## src/rtl/core/ssm_pkg.sv

```systemverilog
// shared types and constants for the sample set median block
// command and status groups between the controller and the datapath
// no dependencies
package ssm_pkg;

   localparam int unsigned SAMPLE_W = 32;
   localparam int unsigned CNT_W    = 7;

   // read address selection of the datapath
   localparam logic [1:0] RD_PREV   = 2'd0;
   localparam logic [1:0] RD_PREV2  = 2'd1;
   localparam logic [1:0] RD_MED_LO = 2'd2;
   localparam logic [1:0] RD_MED_HI = 2'd3;

   typedef struct packed {
      logic       load;         // capture the incoming sample
      logic       drop;         // store full, mark the set as overflowed
      logic       shift;        // move the entry read back one place up
      logic       place;        // write the sample at the insert position
      logic       lo_load;      // capture the lower middle element
      logic       result_load;  // form the result and empty the store
      logic [1:0] rd_sel;
   } cmd_type;

   typedef struct packed {
      logic full;
      logic pos_zero;
      logic pos_one;
      logic greater;
      logic last;
   } status_type;

endpackage

```

## src/rtl/core/ssm_ram.sv

```systemverilog
// generic single write, single read memory with registered read data
// no dependencies
module ssm_ram #(
   parameter int unsigned WIDTH = 32,
   parameter int unsigned DEPTH = 64
) (
   input  logic                     clock,
   input  logic                     wr_en,
   input  logic [$clog2(DEPTH)-1:0] wr_addr,
   input  logic [WIDTH-1:0]         wr_data,
   input  logic [$clog2(DEPTH)-1:0] rd_addr,
   output logic [WIDTH-1:0]         rd_data
);

   logic [WIDTH-1:0] mem_ff [DEPTH];
   logic [WIDTH-1:0] rd_data_ff;

   always_ff @(posedge clock) begin
      if (wr_en) begin
         mem_ff[wr_addr] <= wr_data;
      end
      rd_data_ff <= mem_ff[rd_addr];
   end

   assign rd_data = rd_data_ff;

endmodule

```

## src/rtl/core/ssm_datapath.sv

```systemverilog
// datapath of the sample set median block: sorted store, insert position,
// count, overflow flag and result registers; uses ssm_pkg and ssm_ram
module ssm_datapath #(
   parameter int unsigned CAPACITY = 64
) (
   input  logic                                clock,
   input  logic                                reset,
   input  ssm_pkg::cmd_type                    cmd,
   output ssm_pkg::status_type                 status,
   input  logic [ssm_pkg::SAMPLE_W-1:0]        in_sample,
   input  logic                                in_last,
   output logic [ssm_pkg::SAMPLE_W-1:0]        out_median,
   output logic [ssm_pkg::CNT_W-1:0]           out_count,
   output logic                                out_overflow
);
   import ssm_pkg::*;

   localparam int unsigned AW = $clog2(CAPACITY);
   localparam int unsigned CW = $clog2(CAPACITY + 1);

   logic [SAMPLE_W-1:0] sample_ff, sample_in;
   logic                last_ff, last_in;
   logic [CW-1:0]       count_ff, count_in;
   logic [CW-1:0]       pos_ff, pos_in;
   logic                drop_ff, drop_in;
   logic [SAMPLE_W-1:0] lo_ff, lo_in;
   logic [SAMPLE_W-1:0] median_ff, median_in;
   logic [CNT_W-1:0]    cnt_out_ff, cnt_out_in;
   logic                ovf_ff, ovf_in;

   logic                wr_en;
   logic [AW-1:0]       wr_addr;
   logic [SAMPLE_W-1:0] wr_data;
   logic [AW-1:0]       rd_addr;
   logic [SAMPLE_W-1:0] rd_data;
   logic [CW-1:0]       half;
   logic [CW-1:0]       rd_full;
   logic [SAMPLE_W:0]   mid_sum;
   logic [CW+CNT_W-1:0] count_ext;

   ssm_ram #(
      .WIDTH(SAMPLE_W),
      .DEPTH(CAPACITY)
   ) u_store (
      .clock  (clock),
      .wr_en  (wr_en),
      .wr_addr(wr_addr),
      .wr_data(wr_data),
      .rd_addr(rd_addr),
      .rd_data(rd_data)
   );

   assign half = count_ff >> 1;

   always_comb begin
      case (cmd.rd_sel)
         RD_PREV:   rd_full = pos_ff - CW'(1);
         RD_PREV2:  rd_full = pos_ff - CW'(2);
         RD_MED_LO: rd_full = half - {{(CW-1){1'b0}}, ~count_ff[0]};
         RD_MED_HI: rd_full = half;
         default:   rd_full = half;
      endcase
   end

   assign rd_addr = rd_full[AW-1:0];
   assign wr_en   = cmd.shift | cmd.place;
   assign wr_addr = pos_ff[AW-1:0];
   assign wr_data = cmd.shift ? rd_data : sample_ff;

   // floor of the mean of the two middle elements, summed at 33 bits
   assign mid_sum   = {lo_ff[SAMPLE_W-1], lo_ff} + {rd_data[SAMPLE_W-1], rd_data};
   assign count_ext = {{CNT_W{1'b0}}, count_ff};

   always_comb begin
      sample_in  = sample_ff;
      last_in    = last_ff;
      count_in   = count_ff;
      pos_in     = pos_ff;
      drop_in    = drop_ff;
      lo_in      = lo_ff;
      median_in  = median_ff;
      cnt_out_in = cnt_out_ff;
      ovf_in     = ovf_ff;
      if (cmd.load) begin
         sample_in = in_sample;
         last_in   = in_last;
         pos_in    = count_ff;
      end
      if (cmd.drop) begin
         drop_in = 1'b1;
      end
      if (cmd.shift) begin
         pos_in = pos_ff - CW'(1);
      end
      if (cmd.place) begin
         count_in = count_ff + CW'(1);
      end
      if (cmd.lo_load) begin
         lo_in = rd_data;
      end
      if (cmd.result_load) begin
         median_in  = count_ff[0] ? lo_ff : mid_sum[SAMPLE_W:1];
         cnt_out_in = count_ext[CNT_W-1:0];
         ovf_in     = drop_ff;
         count_in   = '0;
         drop_in    = 1'b0;
      end
   end

   always_ff @(posedge clock) begin
      if (reset) begin
         count_ff <= '0;
         drop_ff  <= 1'b0;
      end else begin
         count_ff <= count_in;
         drop_ff  <= drop_in;
      end
   end

   always_ff @(posedge clock) begin
      sample_ff  <= sample_in;
      last_ff    <= last_in;
      pos_ff     <= pos_in;
      lo_ff      <= lo_in;
      median_ff  <= median_in;
      cnt_out_ff <= cnt_out_in;
      ovf_ff     <= ovf_in;
   end

   assign status.full     = (count_ff == CW'(CAPACITY));
   assign status.pos_zero = (pos_ff == '0);
   assign status.pos_one  = (pos_ff == CW'(1));
   assign status.greater  = ($signed(rd_data) > $signed(sample_ff));
   assign status.last     = last_ff;

   assign out_median   = median_ff;
   assign out_count    = cnt_out_ff;
   assign out_overflow = ovf_ff;

   a_shift_in_range: assert property (@(posedge clock) disable iff (reset)
      cmd.shift |-> (pos_ff != '0))
      else $error("shift below the bottom of the store");

   a_place_not_full: assert property (@(posedge clock) disable iff (reset)
      cmd.place |-> (count_ff < CW'(CAPACITY)))
      else $error("sample placed into a full store");

   a_result_not_empty: assert property (@(posedge clock) disable iff (reset)
      cmd.result_load |-> (count_ff != '0))
      else $error("result formed over an empty store");

   a_emptied: assert property (@(posedge clock) disable iff (reset)
      cmd.result_load |=> (count_ff == '0) && !drop_ff)
      else $error("store not emptied after result");

endmodule

```

## src/rtl/core/ssm_ctrl.sv

```systemverilog
// controller of the sample set median block: insertion scan, median reads
// and the handshakes of both channels; uses ssm_pkg
module ssm_ctrl (
   input  logic                clock,
   input  logic                reset,
   input  logic                req_tvalid,
   output logic                req_tready,
   input  logic                req_tlast,
   output logic                rsp_tvalid,
   input  logic                rsp_tready,
   output ssm_pkg::cmd_type    cmd,
   input  ssm_pkg::status_type status
);
   import ssm_pkg::*;

   localparam logic [2:0] ST_IDLE     = 3'd0;
   localparam logic [2:0] ST_SCAN_REQ = 3'd1;
   localparam logic [2:0] ST_SCAN_CMP = 3'd2;
   localparam logic [2:0] ST_MED_RD1  = 3'd3;
   localparam logic [2:0] ST_MED_RD2  = 3'd4;
   localparam logic [2:0] ST_MED_CAP  = 3'd5;

   logic [2:0] state_ff, state_in;
   logic       rsp_valid_ff, rsp_valid_in;
   logic       accept;

   assign req_tready = (state_ff == ST_IDLE);
   assign accept     = req_tvalid & req_tready;

   always_comb begin
      state_in     = state_ff;
      rsp_valid_in = rsp_valid_ff & ~rsp_tready;
      cmd          = '0;
      cmd.rd_sel   = RD_PREV;
      case (state_ff)
         ST_IDLE: begin
            if (accept) begin
               cmd.load = 1'b1;
               if (status.full) begin
                  cmd.drop = 1'b1;
                  state_in = req_tlast ? ST_MED_RD1 : ST_IDLE;
               end else begin
                  state_in = ST_SCAN_REQ;
               end
            end
         end
         ST_SCAN_REQ: begin
            if (status.pos_zero) begin
               cmd.place = 1'b1;
               state_in  = status.last ? ST_MED_RD1 : ST_IDLE;
            end else begin
               cmd.rd_sel = RD_PREV;
               state_in   = ST_SCAN_CMP;
            end
         end
         ST_SCAN_CMP: begin
            if (status.greater) begin
               cmd.shift = 1'b1;
               if (status.pos_one) begin
                  state_in = ST_SCAN_REQ;
               end else begin
                  // next lower entry is read while this one moves up
                  cmd.rd_sel = RD_PREV2;
               end
            end else begin
               cmd.place = 1'b1;
               state_in  = status.last ? ST_MED_RD1 : ST_IDLE;
            end
         end
         ST_MED_RD1: begin
            cmd.rd_sel = RD_MED_LO;
            state_in   = ST_MED_RD2;
         end
         ST_MED_RD2: begin
            cmd.rd_sel  = RD_MED_HI;
            cmd.lo_load = 1'b1;
            state_in    = ST_MED_CAP;
         end
         ST_MED_CAP: begin
            cmd.rd_sel = RD_MED_HI;
            if (!rsp_valid_ff || rsp_tready) begin
               cmd.result_load = 1'b1;
               rsp_valid_in    = 1'b1;
               state_in        = ST_IDLE;
            end
         end
         default: begin
            state_in = ST_IDLE;
         end
      endcase
   end

   always_ff @(posedge clock) begin
      if (reset) begin
         state_ff     <= ST_IDLE;
         rsp_valid_ff <= 1'b0;
      end else begin
         state_ff     <= state_in;
         rsp_valid_ff <= rsp_valid_in;
      end
   end

   assign rsp_tvalid = rsp_valid_ff;

   a_result_slot_free: assert property (@(posedge clock) disable iff (reset)
      cmd.result_load |-> (!rsp_valid_ff || rsp_tready))
      else $error("result overwrites a transaction not yet taken");

   a_result_shown: assert property (@(posedge clock) disable iff (reset)
      cmd.result_load |=> rsp_tvalid)
      else $error("result formed but not presented");

   a_no_write_on_accept: assert property (@(posedge clock) disable iff (reset)
      accept |-> !cmd.shift && !cmd.place && !cmd.result_load)
      else $error("store written in the accepting cycle");

endmodule

```

## src/rtl/core/sample_set_median.sv

```systemverilog
// top level of the sample set median block
// joins ssm_ctrl and ssm_datapath; uses ssm_pkg
//
// Samples of a set are kept in ascending order in a single-port-write,
// single-port-read store of CAPACITY entries. Each sample is inserted by
// a scan that walks down from the top of the store, moving every larger
// entry up one place per cycle; a sample that arrives with the store
// full is dropped. The transaction marked with tlast adds the two middle
// reads and the averaging, and is held while the previous result still
// waits to be taken, after which one result is presented and the store
// is emptied. The result waits in an output register while the next set
// is already being taken in.
module sample_set_median #(
   parameter int unsigned CAPACITY = 64
) (
   input  logic        clock,
   input  logic        reset,
   input  logic        req_tvalid,
   output logic        req_tready,
   input  logic [31:0] req_tdata,   // sample
   input  logic        req_tlast,   // last_sample
   output logic        rsp_tvalid,
   input  logic        rsp_tready,
   output logic [39:0] rsp_tdata    // median_value, sample_count, overflow
);
   import ssm_pkg::*;

   cmd_type             cmd;
   status_type          status;
   logic [SAMPLE_W-1:0] median;
   logic [CNT_W-1:0]    count;
   logic                overflow;

   ssm_ctrl u_ctrl (
      .clock     (clock),
      .reset     (reset),
      .req_tvalid(req_tvalid),
      .req_tready(req_tready),
      .req_tlast (req_tlast),
      .rsp_tvalid(rsp_tvalid),
      .rsp_tready(rsp_tready),
      .cmd       (cmd),
      .status    (status)
   );

   ssm_datapath #(
      .CAPACITY(CAPACITY)
   ) u_datapath (
      .clock       (clock),
      .reset       (reset),
      .cmd         (cmd),
      .status      (status),
      .in_sample   (req_tdata),
      .in_last     (req_tlast),
      .out_median  (median),
      .out_count   (count),
      .out_overflow(overflow)
   );

   assign rsp_tdata = {overflow, count, median};

endmodule
```

## config.mk

```make
export PLATFORM = sky130hd
export DESIGN_NAME = sample_set_median
export DESIGN_NICKNAME = d
export VERILOG_FILES = /design/src/rtl/core/ssm_pkg.sv /design/src/rtl/core/ssm_ram.sv /design/src/rtl/core/ssm_datapath.sv /design/src/rtl/core/ssm_ctrl.sv /design/src/rtl/core/sample_set_median.sv
export SDC_FILE = /design/constraint.sdc
export NUM_CORES = 2
export LEC_CHECK = 0
export BUFFER_PORTS_ARGS = -buffer_cell sky130_fd_sc_hd__buf_2
export CORE_MARGIN = 4
export CORE_UTILIZATION = 40
export CTS_CLUSTER_SIZE = 24
export DETAILED_ROUTE_END_ITERATION = 10
export GPL_TIMING_DRIVEN = 0
export PLACE_DENSITY = 0.53
export SYNTH_ARGS = -nofsm -noshare
export SYNTH_HDL_FRONTEND = slang
export SYNTH_HIERARCHICAL = 1
export SYNTH_SLANG_ARGS = --single-unit
```

## constraint.sdc

```tcl
create_clock -name clock -period 5.8 [get_ports clock]
set_input_delay 1.16 -clock clock [delete_from_list [all_inputs] [get_ports clock]]
set_output_delay 1.16 -clock clock [all_outputs]
set_load 0.02 [all_outputs]
```

# [Word-level counts from Yosys, hierarchy flattened]
# Memory sizes are Yosys's and may differ from the RTL's. A register that Yosys moved wholly into a read port is not among the register bits.
# Index checks and enable logic that the tools add are counted.
# W data, S select, Z words.
[classes] order_cmp=1 n_addsub=5 reduce_logical=9 eq_ne=13 n_bitwise=5 muxes=32
[op_table] op="$mux W32" n=2
[op_table] op="$add A32 B32 Y33" n=1
[op_table] op="$gt A32 B32 Y1" n=1
[op_table] op="$pmux W6 S4" n=1
[op_table] op="$mux W3" n=6
[op_table] op="$pmux W3 S6" n=1
[op_table] op="$mux W7" n=2
[op_table] op="$mux W1" n=13
[op_table] op="$mux W2" n=5
[op_table] op="$add A7 B1 Y7 const B" n=1
[op_table] op="$eq A7 B1 Y1 const B" n=1
[op_table] op="$eq A7 B7 Y1 const B" n=1
[op_table] op="$logic_not A7 Y1" n=1
[op_table] op="$sub A7 B1 Y7 const B" n=1
[op_table] op="$eq A3 B2 Y1 const B" n=2
[op_table] op="$eq A3 B3 Y1 const B" n=2
[op_table] op="$pmux W2 S3" n=1
[op_table] op="$sub A6 B1 Y6" n=1
[op_table] op="$sub A6 B2 Y6 const B" n=1
[op_table] op="$eq A2 B2 Y1 const B" n=2
[op_table] op="$reduce_or A2 Y1" n=2
[op_table] op="$eq A3 B1 Y1 const B" n=1
[op_table] op="$logic_not A3 Y1" n=1
[op_table] op="$ne A3 B3 Y1 const B" n=1
[op_table] op="other kinds (12)" n=14
[totals] ramBits=2048 regBits=124 out_inout_bits=42 memories=1 word_cells=77 input_bits=37
[memory_table] name="u_datapath.u_store.mem_ff" words=64 width=32 rd=1 rd_ports_with_merged_regs=1 wr=1 line="ssm_ram.sv:15" rtl="logic [WIDTH-1:0] mem_ff [DEPTH];"

# [Depth between registers and ports, before layout]
[depth] word_depth=6 ltp_mapped=25

# [Hierarchy]
# Netlist, hierarchy kept.
[modules_own_cells] module="ssm_ram" area_each_um2=78515.3 n_inst=1 cells_each=3324 seq_area_each_um2=62139.6
[modules_own_cells] module="ssm_datapath" area_each_um2=7479.7 n_inst=1 cells_each=744 seq_area_each_um2=3523.4
[modules_own_cells] module="ssm_ctrl" area_each_um2=331.6 n_inst=1 cells_each=46 seq_area_each_um2=80.1
[modules_own_cells] module="sample_set_median" area_each_um2=7.5 n_inst=1 cells_each=1 seq_area_each_um2=0.0

# [Worst setup path after synthesis]
# Ideal clock, no wire load.
[synth_path] path_type="register to register" start="register u_datapath.sample_ff[9]" end="memory u_datapath.u_store.mem_ff[0][4] (data pin)" stages_incl_launch_ff=15 required_time_ps=5098 t_arrival_ps=5003 setup_slack_ps=96 period_less_slack_ps=5704 path_cell_list="edfxtp_1 -> inv_1 -> ha_1 -> a21o_1 -> a21o_1 -> a21oi_1 -> o21a_1 -> o221ai_1 -> a311oi_1 -> a31oi_1 -> and3_1 -> clkbuf_1 -> clkbuf_1 -> clkbuf_1 -> o21ai_0"
[synth_lines] element="start: declaration" line="ssm_datapath.sv:21" rtl="logic [SAMPLE_W-1:0] sample_ff, sample_in;"
[synth_lines] element="start signal: assignment" line="ssm_datapath.sv:121" rtl="sample_ff <= sample_in;"
[synth_lines] element="end: declaration" line="ssm_ram.sv:15"

==> impl_metrics.csv <==
group,metric,value,unit
setup_path,cp-startpoint,"u_datapath/sample_ff[15]",
run,max_cap_violations,0,
timing,report.final.slew_viol_count,0,
die,initial_core_util,40.23,%
cells_and_area,final_nets,4750,
cells_and_area,areaGrowthSynthToFinish,20.49,%
cts,cts-root-buf,"clkbuf_16",
timing,fmax,0.1744,GHz
drt,route.vias.total,46060,
synthesis,syn_inst,4115,
setup_path,r2r_slack,0.06,ns
setup_path,worstReg2RegEnd,"u_datapath/u_store/mem_ff[28][18]",
synthesis,synth_ff_type,"edfxtp_1",
setup_path,slowest_delay,0.57,ns
die,core,0.2146,sq mm
setup_path,r2r-start,"u_datapath/sample_ff[15]",
timing,holdWs,0.4263,ns
timing,worst_pin_slew,1.419,ns
timing,fin_crit_sh,98.89,%
placed_design,dp_hpwl,192.5,mm
drt,post-route-drc-count,0,
die,core.rowCount,170,
timing,relSlewSlack,5.417,%
synthesis,synth_top_area_share,75.13,%
global_route,grt_remaining_overflow,0,
synthesis,synth_seq_cells,2204,
worst_hold_path,hold_path_class,"reg -> reg",
placed_design,gp_congestion,0.8886,
setup_path,arrival,6.28,ns
setup_path,crit_required,6.34,ns
setup_path,endpoint,"u_datapath/u_store/mem_ff[28][18]",
synthesis,syn_nets,4225,
synthesis,syn_area,0.08633,sq mm
drt,finalWirelength,280.2,mm
synthesis,synth_area_per_cell,20.98,sq um
setup_path,ff2ff_path_depth,16,
global_route,grt_max_degree,65,
cts,cts_hold_buffers,0,
cells_and_area,fill_cells,17320,
cts,cts_buffer_depth,3,
cts,cts_tree,"built",
synthesis,synth-seq-area-share,76.15,%
timing,setup_viol,0,
timing,finalHoldViolations,0,
cts,htree_levels,4,
setup_path,crit_path_top_delay_cell,"nor2_4",
placed_design,portBuffers,78,
die,fp.dieH,472.6,microns
synthesis,async_flop_share,0,%
global_route,grt_pass1_wl,380.7,mm
setup_path,startpoint_type,"register",
synthesis,synth_cell_types,79,
cts,clock-sinks,2204,
setup_path,crit_chain,"inv_1, ha_1, nand4_1, or3_1, o221ai_2, a311oi_2, a31oi_4, and3_2, clkbuf_1, clkbuf_1, or2_2, nor2b_1, nand2_1, nor2_4, buf_12, buf_12",
die,die_x,472.6,microns
status,status,"finished clean",
global_route,grt_usage,24.86,%
synthesis,yosysTopAreaCell,"edfxtp_1",
global_route,grt_pass1_vias,45010,
die,dieArea,0.2233,sq mm
synthesis,synth.area.top_cells,"edfxtp_1 (75%), mux4_2 (14%), mux2i_1 (1.1%)",
synthesis,yosys-top-cells-count,"edfxtp_1 (2,160), mux4_2 (544), nor2_1 (190), nand2_1 (131), a21oi_1 (123)",
cells_and_area,layout-drive-gt1-share,32.28,%
synthesis,yosys_warnings,6,
cts,insertion_delay,0.85,ns
drt,wl_per_cell,36.57,microns
drt,ant_nets,0,
synthesis,synth-edff-count,2160,
setup_path,crit_path_end_kind,"register",
cts,numCtsBuffers,222,
cts,clk_pin_slew,0.06,ns
drt,detail_route.iter0.violations,6308,
drt,drt_pass1_iterations,5,
timing,post-route-min-period,5.736,ns
timing,rsz0062_at_grt,"true",
timing,clock_skew,0.03847,ns
setup_path,crit_type,"reg -> reg",
setup_path,cp_max_fo,15,
drt,vias_per_cell,6.010,
global_route,antenna_found_initial,15,
synthesis,synth_most_common_cell,"edfxtp_1",
die,io_pins,79,
placed cells by master (no fill, tap or decap), types with 13 or more instances in the layout:
cell type / instances
edfxtp_1: 2160
mux4_2: 544
clkbuf_16: 229
nand2_1: 128
buf_12: 127
nor2_1: 118
buf_4: 95
a21oi_1: 95
buf_2: 92
clkbuf_1: 86
mux2i_1: 84
ha_1: 72
nor2_4: 64
o22ai_1: 60
buf_6: 53
buf_16: 53
clkinv_1: 51
inv_1: 50
dfxtp_1: 44
clkinv_2: 33
o21ai_0: 33
o21ai_4: 32
clkbuf_4: 26
a21oi_2: 23
nor2b_1: 20
bufinv_16: 19
a21o_1: 19
xor2_1: 19
o221ai_1: 18
nand3_1: 16
nand4_1: 16
xnor2_1: 15
o22ai_4: 15
clkbuf_2: 14
a21oi_4: 13
cell families after synthesis:
| group | after synthesis | synth area share [%] |
|---|---|---|
| DFF | 2204 | 76.15 |
| muxes | 644 | 15.35 |
| and+or+nand+nor | 472 | 2.499 |
| AOI/OAI and AO/OA | 424 | 3.170 |
| buffers and inverters | 264 | 1.416 |
| adders and majority gates | 73 | 1.067 |
| xor gates and xnor gates | 34 | 0.3449 |
how the worst min path moves through the flow:
stage                                 from                  endpoint  slack [ns]  cells after the start
finish              u_datapath/count_ff[4]   u_datapath/out_count[4]        0.43                      0
CTS                          req_tdata[20]  u_datapath/sample_ff[20]        0.43                      1
global route        u_datapath/count_ff[4]   u_datapath/out_count[4]        0.44                      0
detailed placement  u_datapath/count_ff[4]   u_datapath/out_count[4]        0.41                      0
global placement    u_datapath/count_ff[3]   u_datapath/out_count[3]        0.42                      0
floorplan           u_datapath/count_ff[3]   u_datapath/out_count[3]        0.41                      0
layout make-up:
| type | instances | area, sq um | area share (%) |
|---|---|---|---|
| Timing Repair Buffer | 309 | 4750 | 4.566 |
| Inverter | 50 | 187.7 | 0.1804 |
| Clock inverter | 121 | 1164 | 1.119 |
| Buffer | 206 | 1664 | 1.600 |
| Sequential cell | 2204 | 65740 | 63.20 |
| Tap cell | 2838 | 3551 | 3.414 |
| Clock buffer | 284 | 5977 | 5.746 |
| Antenna cell | 5 | 12.51 | 0.01203 |
| Multi-Input combinational cell | 1647 | 20980 | 20.16 |
metrics by stage:
step                      TNS [ns]  instance area (sq um)  instances  setup WS (ns)  utilization [%]
final                            0                 104000       7664        0.06442            48.47
after global routing        -8.012                 104000       7659        -0.1306            48.46
after CTS                  -0.2158                 103200       7623       -0.08703            48.08
after detailed placement   -121.15                  94810       7200         -1.994            44.18
after global placement           -                  90280       7031         -6.388            42.06
after floorplan                  0                  86330       4115        0.09555                -
layer usage:
layer | GRT usage, % | part of all wire [%] | up-vias
met2 | 38.43 | 46 | 2301
met5 | 0 | 0.0025 | -
met4 | 9.418 | 4.3 | 2
met1 | 35.13 | 41 | 25080
li1 | - | - | 18260
met3 | 4.943 | 8.6 | 415
state kept, by name (all words and copies together) (netlist names):
signal / cells
u_datapath/u_store/mem_ff: 2048
u_datapath/lo_ff: 32
u_datapath/out_median: 32
u_datapath/sample_ff: 32
u_datapath/u_store/rd_data: 32
u_datapath/count_ff: 7
u_datapath/out_count: 7
u_datapath/pos_ff: 7
u_ctrl/state_ff: 3
u_ctrl/rsp_tvalid: 1
u_datapath/drop_ff: 1
u_datapath/last_ff: 1
u_datapath/out_overflow: 1
worst max-delay path: cells and delay by family, from the launching register on:
family,cells,cell delay (ns)
buf+inv,5,1.37
fa+ha+maj,1,0.32
compound gates,3,0.55
flops,1,0.43
simple gates,7,2.69
what timing repair did:
item | in CTS | in global routing
pin swaps | 16 | 23
resized for setup | 311 | 144
setup endpoints to repair | 625 | 886
cloned | 0 | 0
buffers inserted | 24 | 38
Power is left out: the tool's default activity adds up to more than one toggle a clock period on the data nets, which glitch-free logic cannot reach.
